$ cat src/rtl/sgs_pkg.sv
`timescale 1ns / 1ps
// Shared types, constants and the sigmoid table builder for the sigmoid gradient scaler.
// No dependencies.
package sgs_pkg;

    localparam int CLAMP_LIMIT      = 6;
    localparam int DEF_TABLE_DEPTH  = 1024;
    localparam int MAX_ELEMENTS     = 1048576;
    localparam int Q12_ONE          = 4096;
    localparam int Q16_ONE          = 65536;
    localparam int TAYLOR_TERMS     = 24;
    localparam int SCORE_LIMIT      = CLAMP_LIMIT * Q12_ONE;

    // index = floor(floor(pos * depth / 8192) / CLAMP_LIMIT), reciprocal is exact here
    localparam int IDX_SHIFT        = 13;
    localparam int RECIP_SHIFT      = 20;
    localparam int RECIP_W          = 21;
    localparam int RECIP            = ((1 << RECIP_SHIFT) + CLAMP_LIMIT - 1) / CLAMP_LIMIT;

    localparam int SIG_W            = 17;
    localparam int DIFF_W           = 18;
    localparam int PROD_W           = 35;
    localparam int GRAD_W           = 17;
    localparam int CFG_W            = 16;
    localparam int ROW_WIDTH_RST    = 1;
    localparam int LEARN_RATE_RST   = 1638;

    typedef enum logic {
        REG_ROW_WIDTH     = 1'b0,
        REG_LEARNING_RATE = 1'b1
    } cfg_reg_t;

    typedef struct packed {
        logic valid;
        logic sat_hi;
        logic sat_lo;
        logic label;
        logic last;
    } sgs_ctrl_t;

    function automatic logic [63:0] ek_const(input logic [2:0] k);
        logic [63:0] v;
        unique case (k)
            3'd0:    v = 64'd4294967296;
            3'd1:    v = 64'd1580030169;
            3'd2:    v = 64'd581260615;
            3'd3:    v = 64'd213833831;
            3'd4:    v = 64'd78665071;
            3'd5:    v = 64'd28939262;
            3'd6:    v = 64'd10646160;
            default: v = 64'd3916504;
        endcase
        return v;
    endfunction

    // restoring long division, only evaluated while building the table
    function automatic logic [63:0] udiv64(input logic [63:0] a, input logic [63:0] b);
        logic [63:0] rem;
        logic [63:0] quo;
        rem = '0;
        quo = '0;
        for (int i = 63; i >= 0; i--)
        begin
            rem = {rem[62:0], a[i]};
            if (rem >= b)
            begin
                rem    = rem - b;
                quo[i] = 1'b1;
            end
        end
        return quo;
    endfunction

    // t is |x| in Q32; neg selects e^-|x| / (1 + e^-|x|)
    function automatic logic [SIG_W-1:0] sig_entry(input logic neg, input logic [63:0] t);
        logic [63:0] k;
        logic [63:0] f;
        logic [63:0] term;
        logic [63:0] ef;
        logic [63:0] e;
        logic [63:0] num;
        logic [63:0] den;
        logic [63:0] q;
        longint      sum;
        k    = t >> 32;
        f    = t & 64'hFFFF_FFFF;
        term = 64'h1_0000_0000;
        sum  = longint'(term);
        for (int n = 1; n <= TAYLOR_TERMS; n++)
        begin
            term = udiv64((term * f) >> 32, 64'(n));
            if (n % 2 == 1)
                sum = sum - longint'(term);
            else
                sum = sum + longint'(term);
        end
        if (sum < 0)
            sum = 0;
        ef = 64'(sum);
        if (k > 64'd7)
            k = 64'd7;
        e   = (ef * ek_const(k[2:0])) >> 32;
        num = neg ? e : 64'h1_0000_0000;
        den = 64'h1_0000_0000 + e;
        q   = udiv64((num << 16) + (den >> 1), den);
        return q[SIG_W-1:0];
    endfunction

endpackage

$ cat src/rtl/sgs_front.sv
`timescale 1ns / 1ps
// Front stages: range check, label, table index scaling and table address.
// Depends on sgs_pkg.
module sgs_front
    import sgs_pkg::*;
#(
    parameter int TABLE_DEPTH = DEF_TABLE_DEPTH
) (
    input  logic                           clk,
    input  logic                           rst_n,
    input  logic                           accept,
    input  logic signed [15:0]             score,
    input  logic [19:0]                    element_index,
    input  logic                           last_in,
    input  logic [CFG_W-1:0]               row_width,
    output logic [$clog2(TABLE_DEPTH)-1:0] addr,
    output sgs_ctrl_t                      ctrl
);

    localparam int AW    = $clog2(TABLE_DEPTH);
    localparam int QW    = $clog2(TABLE_DEPTH + 1);
    localparam int NUM_W = 16 + QW;
    localparam int X_W   = NUM_W - IDX_SHIFT;
    localparam int QF_W  = X_W + RECIP_W;

    logic signed [17:0] pos_full;
    logic [NUM_W-1:0]   num;
    logic               in_row;
    logic [QF_W-1:0]    q_full;
    logic [QW-1:0]      q;

    sgs_ctrl_t          ctrl1_next;
    sgs_ctrl_t          ctrl1_reg;
    sgs_ctrl_t          ctrl2_reg;
    logic [X_W-1:0]     x_next;
    logic [X_W-1:0]     x_reg;

    always_comb
    begin
        pos_full = 18'(score) + 18'(SCORE_LIMIT);
        num      = NUM_W'(pos_full[15:0]) * NUM_W'(TABLE_DEPTH);
        x_next   = num[NUM_W-1:IDX_SHIFT];
        in_row   = (20'(element_index) < 20'(row_width))
                   && (25'(element_index) < 25'(MAX_ELEMENTS));
        ctrl1_next.valid  = accept;
        ctrl1_next.sat_hi = 32'(signed'(score)) > SCORE_LIMIT;
        ctrl1_next.sat_lo = 32'(signed'(score)) < -SCORE_LIMIT;
        ctrl1_next.label  = !in_row;
        ctrl1_next.last   = last_in;
    end

    always_comb
    begin
        q_full = QF_W'(x_reg) * QF_W'(RECIP);
        q      = q_full[RECIP_SHIFT +: QW];
        if (q >= QW'(TABLE_DEPTH))
            addr = AW'(TABLE_DEPTH - 1);
        else
            addr = q[AW-1:0];
    end

    always_ff @(posedge clk or negedge rst_n)
    begin
        if (!rst_n)
        begin
            ctrl1_reg <= '0;
            ctrl2_reg <= '0;
        end
        else
        begin
            ctrl1_reg <= ctrl1_next;
            ctrl2_reg <= ctrl1_reg;
        end
    end

    always_ff @(posedge clk)
    begin
        x_reg <= x_next;
    end

    assign ctrl = ctrl2_reg;

endmodule

$ cat config.mk
export PLATFORM = sky130hd
export DESIGN_NAME = sgs_front
export DESIGN_NICKNAME = d
export VERILOG_FILES = /design/src/rtl/sgs_pkg.sv /design/src/rtl/sgs_front.sv
export SDC_FILE = /design/constraint.sdc
export NUM_CORES = 1
export LEC_CHECK = 0
export BUFFER_PORTS_ARGS = -buffer_cell sky130_fd_sc_hd__buf_2
export CAP_MARGIN = 5
export CORE_MARGIN = 10
export CORE_UTILIZATION = 39
export DETAILED_ROUTE_END_ITERATION = 10
export MAX_ROUTING_LAYER = met4
export SETUP_SLACK_MARGIN = 0.2
export SLEW_MARGIN = 5
export SYNTH_ARGS = -nofsm -noshare
export SYNTH_HDL_FRONTEND = slang
export SYNTH_SLANG_ARGS = --single-unit
$ cat constraint.sdc
create_clock -name clk -period 6.07 [get_ports clk]
set_input_delay 1.821 -clock clk [delete_from_list [all_inputs] [get_ports clk]]
set_output_delay 1.821 -clock clk [all_outputs]
set_load 0.03 [all_outputs]
==> impl_metrics.csv <==
group,metric,value,unit
placement,gp_congestion,0.862,
hold_path,holdPathEnd,"ctrl[4]",
placement,place_ws,-0.498,ns
clock_network,cts.clk_slew.worst_paths,0.08,ns
clock_network,cts_htree_levels,1,
drt,avgViaCountPerCell,4.74,
drt,route.detailed.drc,0,
synthesis,synthXorXnorAreaFrac,2.36,%
clock_network,clock_latency,0.26,ns
sta,setup_slack,-0.688,ns
floorplanning,die_y,122,um
worst_setup_path,cp-start-kind,"flop",
global_routing,grt_pass1_wl,17000,um
synthesis,synth_most_common_cell,"inv_1",
worst_setup_path,critPathRequiredTime,4.25,ns
layout,nNetsFinal,786,
synthesis,ys_ff_latch,23,
placement,dp_hpwl,9220,um
synthesis,synthArstFlopShare,43.5,%
synthesis,synthSimpleGateAreaFrac,8.11,%
synthesis,yosysSeqAreaShare,12.5,%
sta,post-route-min-period,6.76,ns
drt,ant_nets,0,
synthesis,avgSynthCellArea,9.70,um^2
clock_network,clock_path_buffers,2,
clock_network,clock-sinks,23,
sta,timing.fmax,148,MHz
sta,hold_viol,0,
floorplanning,start_util,39.8,%
synthesis,synth_fp_nets,622,
hold_path,min-delay-start,"ctrl1_reg[4]",
synthesis,synthFlopType,"dfxtp_1",
run_status,violations,"negative setup slack",
global_routing,grt_use_total,14.1,%
synthesis,netlist_top_cells_count,"inv_1, ha_1, fa_1",
synthesis,synthAdderAreaFrac,54.2,%
floorplanning,die_w,122,um
sta,worst_pin_slew,0.492,ns
global_routing,antenna_found_initial,0,
worst_setup_path,cp_max_fo,8,
sta,rsz0062_at_grt,"yes",
synthesis,synth_top_family_by_area,"adder cells",
floorplanning,dieArea,14900,um^2
synthesis,synth_top_area_cell,"ha_1",
synthesis,synth_edf_count,0,
drt,drt_first_pass_iters,5,
sta,slew_violations,0,
worst_setup_path,reg2reg_depth,0,
layout,area_delta_synth_final,41.9,%
synthesis,yosys_warnings,0,
worst_setup_path,path_delay_family,"adder cells",
sta,fin_skew,0.000264,ns
synthesis,synth.area.mux_share,0,%
worst_setup_path,cp-end-kind,"primary output",
clock_network,cts_buffers,3,
synthesis,syn_area,4080,um^2
worst_setup_path,slowest_delay,0.55,ns
layout,drive_above_1_share,40.0,%
drt,first_iter_violations,79,
synthesis,yosys-top-cells-area,"ha_1, fa_1, inv_1",
clock_network,cts-root-buf,"clkbuf_8",
layout,final_area,5780,um^2
synthesis,yosysTopAreaCellShare,29.2,%
synthesis,synth-compound-area-share,12.4,%
worst_setup_path,critPathArrivalTime,4.94,ns
layout,n_antenna_cell,0,
placement,port_buffers,70,
hold_path,whs_path_depth,0,
run_status,outcome,"finished with violations",
synthesis,synthDistinctLibCells,49,
global_routing,grt_start_max_net_pins,14,
floorplanning,io_pins,71,
sta,fin_crit_sh,111,%
sta,slew_headroom,67.0,%
floorplanning,rows,37,
clock_network,cts_tree,"built",
worst_setup_path,critPathBufInv,6,
worst_setup_path,r2r_end,"ctrl[2]",
drt,vias,3405,
flow_run,cap_violations,0,
worst_setup_path,r2r_slack,5.60,ns
drt,avgRoutedWirePerCell,14.0,um
hold_path,hold_class,"flop to flop",
placement,placed_area,5470,um^2
worst_setup_path,path_cells,"ha_4 -> inv_4 -> fa_2 -> inv_2 -> fa_2 -> inv_1 -> fa_2 -> fa_1 -> inv_2 -> ha_4 -> nand4_4 -> nor3_4 -> a31oi_4 -> a311oi_4 -> nor3_2 -> nand3b_4 -> buf_12 -> o21ai_4 -> buf_6",
worst_setup_path,reg2reg_from,"ctrl1_reg[2]",
worst_setup_path,path_common_cell,"fa_2",
synthesis,syn_inst,420,
global_routing,grt_pass1_vias,3757,
worst_setup_path,critical_path_class,"flop to primary output",
worst_setup_path,crit_slowest_cell,"fa_2",
drt,wirelength,10100,um
floorplanning,coreArea,10200,um^2
layout,largest_reg_flops,13,
global_routing,grt.overflow.total,0,
sta,setup_viol,10,
## worst max-delay path by stage
stage          slack, ns      start       to  cells after the start
4_1_cts            -0.66   x_reg[9]  addr[2]                     19
5_1_grt            -0.85   x_reg[9]  addr[3]                     19
3_5_place_dp       -0.50  x_reg[12]  addr[2]                     20
3_3_place_gp       -0.49   x_reg[9]  addr[4]                     19
2_1_floorplan      -0.25   x_reg[9]  addr[3]                     17
6_report           -0.69   x_reg[9]  addr[3]                     19
## cell usage in the layout (no fill, tap or decap), types with 4 or more instances in the layout
cell,count
buf_6,10
ha_1,85
xor2_1,5
a21oi_1,11
fa_2,6
and3_1,5
o211ai_1,4
nand3_1,7
dfrtp_1,10
ha_4,10
dfxtp_1,9
a21oi_2,5
inv_1,104
fa_1,45
o21ai_0,9
buf_4,88
nand2_1,6
buf_2,60
inv_2,8
a21o_1,11
nand2_4,8
## logic make-up (layout without fill, tap and decap cells)
| family | Yosys count | in the layout |
|---|---|---|
| AO/OA/AOI/OAI | 73 | 73 |
| flip-flops | 23 | 23 |
| XOR/XNOR | 11 | 11 |
| adder cells (fa/ha/maj) | 146 | 146 |
| buffers and inverters | 113 | 276 |
| AND/OR/NAND/NOR | 54 | 54 |
## timing repair
| action | CTS | global route |
|---|---|---|
| endpoints found under the setup margin | 10 | 10 |
| pin swaps | 9 | 20 |
| buffers inserted | 4 | 2 |
| gates resized for setup | 41 | 13 |
| hold buffers | 0 | 0 |
## through the flow
step	utilization [%]	TNS [ns]	hold WS, ns	instances
3_3_place_gp	53.5	-4.51	0.331	709
5_1_grt	56.5	-8.30	0.362	719
2_1_floorplan	-	-2.41	0.331	420
4_1_cts	55.8	-6.25	0.352	717
3_5_place_dp	53.5	-4.74	0.335	709
6_report	56.5	-6.67	0.351	719
## metal layers
metal / vias up / global-route usage [%] / part of all wire, %
li1: 1728 / - / -
met1: 1604 / 17.3 / 44
met2: 67 / 24.8 / 52
met3: 6 / 1.42 / 3.2
met4: 0 / 2.14 / 0.69
met5: - / - / 0
## area by class of cell
cell class	instances	area, um^2
Fill cell	934	4450
Multi-Input combinational cell	284	3530
Timing Repair Buffer	159	1090
Sequential cell	23	518
Inverter	113	427
Tap cell	136	170
Clock buffer	3	41.3
Clock inverter	1	5.00
Power is not shown: default switching activity piles up to over one toggle a cycle in this logic, so the estimate is an artifact.
