**src/rtl/sgs_pkg.sv**
```systemverilog
`timescale 1ns / 1ps
// Shared types, constants and the sigmoid table builder for the sigmoid gradient scaler.
// No dependencies.
package sgs_pkg;

    localparam int CLAMP_LIMIT      = 6;
    localparam int DEF_TABLE_DEPTH  = 1024;
    localparam int MAX_ELEMENTS     = 1048576;
    localparam int Q12_ONE          = 4096;
    localparam int Q16_ONE          = 65536;
    localparam int TAYLOR_TERMS     = 24;
    localparam int SCORE_LIMIT      = CLAMP_LIMIT * Q12_ONE;

    // index = floor(floor(pos * depth / 8192) / CLAMP_LIMIT), reciprocal is exact here
    localparam int IDX_SHIFT        = 13;
    localparam int RECIP_SHIFT      = 20;
    localparam int RECIP_W          = 21;
    localparam int RECIP            = ((1 << RECIP_SHIFT) + CLAMP_LIMIT - 1) / CLAMP_LIMIT;

    localparam int SIG_W            = 17;
    localparam int DIFF_W           = 18;
    localparam int PROD_W           = 35;
    localparam int GRAD_W           = 17;
    localparam int CFG_W            = 16;
    localparam int ROW_WIDTH_RST    = 1;
    localparam int LEARN_RATE_RST   = 1638;

    typedef enum logic {
        REG_ROW_WIDTH     = 1'b0,
        REG_LEARNING_RATE = 1'b1
    } cfg_reg_t;

    typedef struct packed {
        logic valid;
        logic sat_hi;
        logic sat_lo;
        logic label;
        logic last;
    } sgs_ctrl_t;

    function automatic logic [63:0] ek_const(input logic [2:0] k);
        logic [63:0] v;
        unique case (k)
            3'd0:    v = 64'd4294967296;
            3'd1:    v = 64'd1580030169;
            3'd2:    v = 64'd581260615;
            3'd3:    v = 64'd213833831;
            3'd4:    v = 64'd78665071;
            3'd5:    v = 64'd28939262;
            3'd6:    v = 64'd10646160;
            default: v = 64'd3916504;
        endcase
        return v;
    endfunction

    // restoring long division, only evaluated while building the table
    function automatic logic [63:0] udiv64(input logic [63:0] a, input logic [63:0] b);
        logic [63:0] rem;
        logic [63:0] quo;
        rem = '0;
        quo = '0;
        for (int i = 63; i >= 0; i--)
        begin
            rem = {rem[62:0], a[i]};
            if (rem >= b)
            begin
                rem    = rem - b;
                quo[i] = 1'b1;
            end
        end
        return quo;
    endfunction

    // t is |x| in Q32; neg selects e^-|x| / (1 + e^-|x|)
    function automatic logic [SIG_W-1:0] sig_entry(input logic neg, input logic [63:0] t);
        logic [63:0] k;
        logic [63:0] f;
        logic [63:0] term;
        logic [63:0] ef;
        logic [63:0] e;
        logic [63:0] num;
        logic [63:0] den;
        logic [63:0] q;
        longint      sum;
        k    = t >> 32;
        f    = t & 64'hFFFF_FFFF;
        term = 64'h1_0000_0000;
        sum  = longint'(term);
        for (int n = 1; n <= TAYLOR_TERMS; n++)
        begin
            term = udiv64((term * f) >> 32, 64'(n));
            if (n % 2 == 1)
                sum = sum - longint'(term);
            else
                sum = sum + longint'(term);
        end
        if (sum < 0)
            sum = 0;
        ef = 64'(sum);
        if (k > 64'd7)
            k = 64'd7;
        e   = (ef * ek_const(k[2:0])) >> 32;
        num = neg ? e : 64'h1_0000_0000;
        den = 64'h1_0000_0000 + e;
        q   = udiv64((num << 16) + (den >> 1), den);
        return q[SIG_W-1:0];
    endfunction

endpackage

```
**src/rtl/sgs_back.sv**
```systemverilog
`timescale 1ns / 1ps
// Back stages: sigmoid select, label difference, alpha multiply, round and saturate.
// Depends on sgs_pkg.
module sgs_back
    import sgs_pkg::*;
(
    input  logic                     clk,
    input  logic                     rst_n,
    input  sgs_ctrl_t                ctrl,
    input  logic [SIG_W-1:0]         sig_tab,
    input  logic [CFG_W-1:0]         learning_rate,
    output logic signed [GRAD_W-1:0] gradient,
    output logic                     last_out,
    output logic                     strobe
);

    logic [SIG_W-1:0]          sig;
    logic signed [DIFF_W-1:0]  diff_next;
    logic signed [DIFF_W-1:0]  diff_reg;
    logic signed [PROD_W-1:0]  prod_next;
    logic signed [PROD_W-1:0]  prod_reg;
    logic signed [PROD_W:0]    rnd;
    logic signed [PROD_W-16:0] g;
    logic [GRAD_W-1:0]         grad_next;
    logic [GRAD_W-1:0]         grad_reg;
    sgs_ctrl_t                 ctrl3_reg;
    sgs_ctrl_t                 ctrl4_reg;
    logic                      strobe_reg;
    logic                      last_reg;

    always_comb
    begin
        priority if (ctrl.sat_hi)
            sig = SIG_W'(Q16_ONE);
        else if (ctrl.sat_lo)
            sig = '0;
        else
            sig = sig_tab;
        diff_next = (ctrl.label ? DIFF_W'(Q16_ONE) : DIFF_W'(0)) - DIFF_W'(sig);
    end

    assign prod_next = PROD_W'(diff_reg) * PROD_W'(signed'({1'b0, learning_rate}));

    always_comb
    begin
        rnd = (PROD_W + 1)'(prod_reg) + (PROD_W + 1)'(32768);
        g   = rnd[PROD_W:16];
        priority if (g > (PROD_W - 15)'(65535))
            grad_next = GRAD_W'(65535);
        else if (g < -(PROD_W - 15)'(65536))
            grad_next = GRAD_W'(-65536);
        else
            grad_next = g[GRAD_W-1:0];
    end

    always_ff @(posedge clk or negedge rst_n)
    begin
        if (!rst_n)
        begin
            ctrl3_reg  <= '0;
            ctrl4_reg  <= '0;
            strobe_reg <= 1'b0;
        end
        else
        begin
            ctrl3_reg  <= ctrl;
            ctrl4_reg  <= ctrl3_reg;
            strobe_reg <= ctrl4_reg.valid;
        end
    end

    always_ff @(posedge clk)
    begin
        diff_reg <= diff_next;
        prod_reg <= prod_next;
        grad_reg <= grad_next;
        last_reg <= ctrl4_reg.last;
    end

    assign gradient = signed'(grad_reg);
    assign last_out = last_reg;
    assign strobe   = strobe_reg;

endmodule

```
**config.mk**
```make
export PLATFORM = sky130hd
export DESIGN_NAME = sgs_back
export DESIGN_NICKNAME = d
export VERILOG_FILES = /design/src/rtl/sgs_pkg.sv /design/src/rtl/sgs_back.sv
export SDC_FILE = /design/constraint.sdc
export NUM_CORES = 1
export LEC_CHECK = 0
export BUFFER_PORTS_ARGS = -buffer_cell sky130_fd_sc_hd__buf_2
export CAP_MARGIN = 40
export CORE_ASPECT_RATIO = 0.9
export CORE_MARGIN = 8
export CORE_UTILIZATION = 40
export CTS_CLUSTER_DIAMETER = 120
export DETAILED_ROUTE_END_ITERATION = 10
export PLACE_DENSITY = 0.66
export SYNTH_ARGS = -nofsm -noshare
export SYNTH_HDL_FRONTEND = slang
export SYNTH_SLANG_ARGS = --single-unit
```
**constraint.sdc**
```tcl
create_clock -name clk -period 14.6 [get_ports clk]
set_clock_uncertainty 0.05 [all_clocks]
set_input_delay 2.92 -clock clk [delete_from_list [all_inputs] [get_ports clk]]
set_output_delay 2.92 -clock clk [all_outputs]
set_load 0.01 [all_outputs]
```
==> out/summary.log <==
INFO  status         run_status=finished, final reports clean
INFO  global_routing number_of_antenna_violations_at_the_first_check_in_global_routing=0
INFO  cts            numClockSinks=61
INFO  worst_setup_path critical_path.cell_chain=buf_2 -> nand2_1 -> fa_1 -> fa_1 -> inv_1 -> fa_1 -> fa_1 -> fa_1 -> inv_1 -> fa_1 -> inv_1 -> ha_1 -> a21oi_1 -> o21ai_0 -> a311oi_1 -> nand3_1 -> a211oi_1 -> nor2_1 -> xor2_1
INFO  worst_setup_path critPathRequiredTime=14.78ns
INFO  die            area_of_the_placeable_core=32000um2
INFO  drt            wl_per_cell=15.7um
INFO  synth          syn_area=13100um2
INFO  timing         setup-violations-final=0
INFO  finish         syn_to_final_growth=6.61%
INFO  timing         max_freq=114MHz
INFO  cts            worst_setup_hold_path_clk_slew=0.06ns
INFO  finish         n_antenna_cell=0
INFO  global_routing grt_pass1_wl=52100um
INFO  worst_setup_path setup.reg_to_reg.worst_slack=7.93ns
INFO  cts            cts_inserted_buffers=9
INFO  synth          synthesis.yosys.warnings=0
INFO  drt            first_iter_violations=512
INFO  worst_setup_path cp-endpoint=prod_reg[32]
INFO  synth          yosys_most_used_dff=dfxtp_1
INFO  timing         finalCritPeriodShare=60.3%
INFO  global_routing number_of_global_route_vias_before_repair=10495
INFO  cts            cts_setup_buffers=0
INFO  synth          yosysSeqAreaShare=9.54%
INFO  worst_setup_path rr_endpoint=prod_reg[32]
INFO  die            total_die_area=38700um2
INFO  finish         largest_reg_flops=20
INFO  worst_setup_path slowest_stage=fa_1
INFO  cts            cts.root.buffer_cell=clkbuf_16
INFO  synth          synth-edff-count=0
INFO  cts            postCtsHoldBufs=0
INFO  drt            avgViaCountPerCell=4.94
INFO  synth          netlist_instances=1475
INFO  cts            cts_max_path_bufs=2
INFO  global_routing grt_max_degree=23
INFO  worst_setup_path worstSetupPathType=in -> reg
INFO  worst_setup_path biggest_cell_delay_along_the_critical_path=0.78ns
INFO  hold_path      holdCritPathClass=reg -> reg
INFO  drt            drt_drc_violations_left=0
INFO  drt            finalWirelength=29900um
INFO  worst_setup_path crit_start=learning_rate[2]
INFO  die            chipWidth=207um
INFO  timing         report.final.hold_viol_count=0
INFO  place          gpl.final_weighted_congestion=0.843
INFO  worst_setup_path critPathArrivalTime=8.99ns
INFO  timing         period_needed=8.81ns
INFO  synth          yosysUniqueCellTypes=48
INFO  place          io_buffers=58
INFO  timing         rsz0062_at_grt=no
INFO  global_routing global_route.usage.total=16.7%
INFO  die            start_util=40.8%
INFO  cts            tritoncts=done
INFO  finish         most-common-layout-cells=inv_1 (372), fa_1 (291), nand2_1 (215)
INFO  drt            detailroute.via_count=9403
INFO  worst_setup_path setup.worst_path.end_class=flop
INFO  synth          netlist.top_cell.by_area=fa_1
INFO  synth          synth_area_leaders=fa_1 (45%), inv_1 (11%), ha_1 (8.6%)
INFO  global_routing global_route.overflow_total=0
INFO  finish         final_layout_size_suffix_gt1_share=5.57%
INFO  finish         layout.cells.most_common=inv_1
INFO  timing         drv_slew=0
INFO  worst_setup_path timing.critical_path.from_type=primary input
INFO  timing         timing_worst_slew_pin_value=0.938ns
INFO  worst_setup_path timing.reg2reg.worst_path_depth=18
INFO  finish         num-fill-cells=3182
INFO  run            timing.max_cap.violations=0
INFO  cts            cts-htree-levels=3
INFO  timing         relSlewSlack=37.2%
INFO  finish         fin_util=43.5%
INFO  die            rows=62
INFO  die            design.portCount=59
INFO  drt            drtPass1Iterations=4
INFO  worst_setup_path reg2reg_from=diff_reg[17]
INFO  timing         fin_worst_hold_slack=0.297ns
INFO  synth          postSynthRegisterBits=61
INFO  timing         finalSetupTns=0ns
INFO  worst_setup_path path_max_fanout=18
INFO  place          dpl.hpwl=24900um
INFO  synth          synthDominantCellAreaShare=44.6%
INFO  synth          asyncSetResetFlopFracSynth=8.20%
INFO  die            chipHeight=187um
INFO  cts            post_cts_resize_count=0
INFO  worst_setup_path cp_common_cell=fa_1
INFO  cts            clk-insertion-delay-late=0.35ns
INFO  finish         finish.net_count=1905
INFO  drt            final_antenna_net_count=0
INFO  synth          post_synthesis_net_count=1896
INFO  synth          synth_area_per_cell=8.86um2
worst max-delay path, delay by kind of cell:
kind            cells  cell delay (ns)
compound gates      4             1.06
xor+xnor            1             0.14
fa+ha+maj           7             3.69
buf+inv             4             0.73
simple gates        3             0.42
cells in the mapped netlist, types with 2 or more instances:
library cell,number
ha_1,90
nor3b_1,3
o21a_1,3
a21o_1,3
o21ai_1,3
inv_1,372
o211ai_1,2
or4_1,2
dfrtp_1,5
nand2b_1,3
nand3_1,19
o31a_1,2
nand4_1,10
o2111ai_1,2
nor3_1,6
nand2_1,215
xnor2_1,28
a211oi_1,9
o22ai_1,3
clkbuf_1,61
xor2_1,24
nor4_1,2
fa_1,291
and3_1,7
a21oi_1,33
o21bai_1,5
a31oi_1,5
o221ai_1,4
nor2_1,34
and2_1,112
or3_4,4
o21ai_0,42
dfxtp_1,56
through the flow:
| stage | setup WS (ns) | instance area (um2) | cells |
|---|---|---|---|
| finish | 5.79 | 13900 | 1905 |
| detailed placement | 5.46 | 13700 | 1889 |
| global placement | 5.62 | 13700 | 1889 |
| floorplan | 5.89 | 13100 | 1475 |
| global route | 5.42 | 13900 | 1905 |
| CTS | 5.79 | 13900 | 1905 |
logic make-up after synthesis:
| group | share of synthesized area, % |
|---|---|
| AO/OA/AOI/OAI | 5.87 |
| XOR/XNOR | 3.49 |
| adder cells (fa/ha/maj) | 53.2 |
| buffers and inverters | 12.4 |
| flip-flops | 9.54 |
| AND/OR/NAND/NOR | 15.5 |
worst min-delay path by stage:
stage	endpoint	depth (start not counted)	start
after global placement	last_out	0	ctrl4_reg[0]
after detailed placement	ctrl4_reg[0]	0	ctrl3_reg[0]
final	ctrl4_reg[0]	0	ctrl3_reg[0]
after global routing	strobe	0	ctrl4_reg[4]
after floorplan	last_out	0	ctrl4_reg[0]
after CTS	ctrl4_reg[0]	0	ctrl3_reg[0]
cell type report:
| class | count | area [um2] | share of cell area (%) |
|---|---|---|---|
| Multi-Input combinational cell | 981 | 10200 | 73.2 |
| Inverter | 372 | 1400 | 10.0 |
| Sequential cell | 61 | 1250 | 8.95 |
| Tap cell | 416 | 520 | 3.74 |
| Timing Repair Buffer | 59 | 298 | 2.14 |
| Clock buffer | 9 | 225 | 1.62 |
| Clock inverter | 7 | 48.8 | 0.350 |
metal layers:
| metal | wire [um] | global-route usage [%] |
|---|---|---|
| met2 | 15700 | 30.2 |
| met3 | 1140 | 1.90 |
| met4 | 947 | 6.00 |
| met1 | 12100 | 20.0 |
| met5 | 0 | 0 |
Power is left out: the tool's default activity adds up to more than one toggle a clock period on the data nets, which glitch-free logic cannot reach.
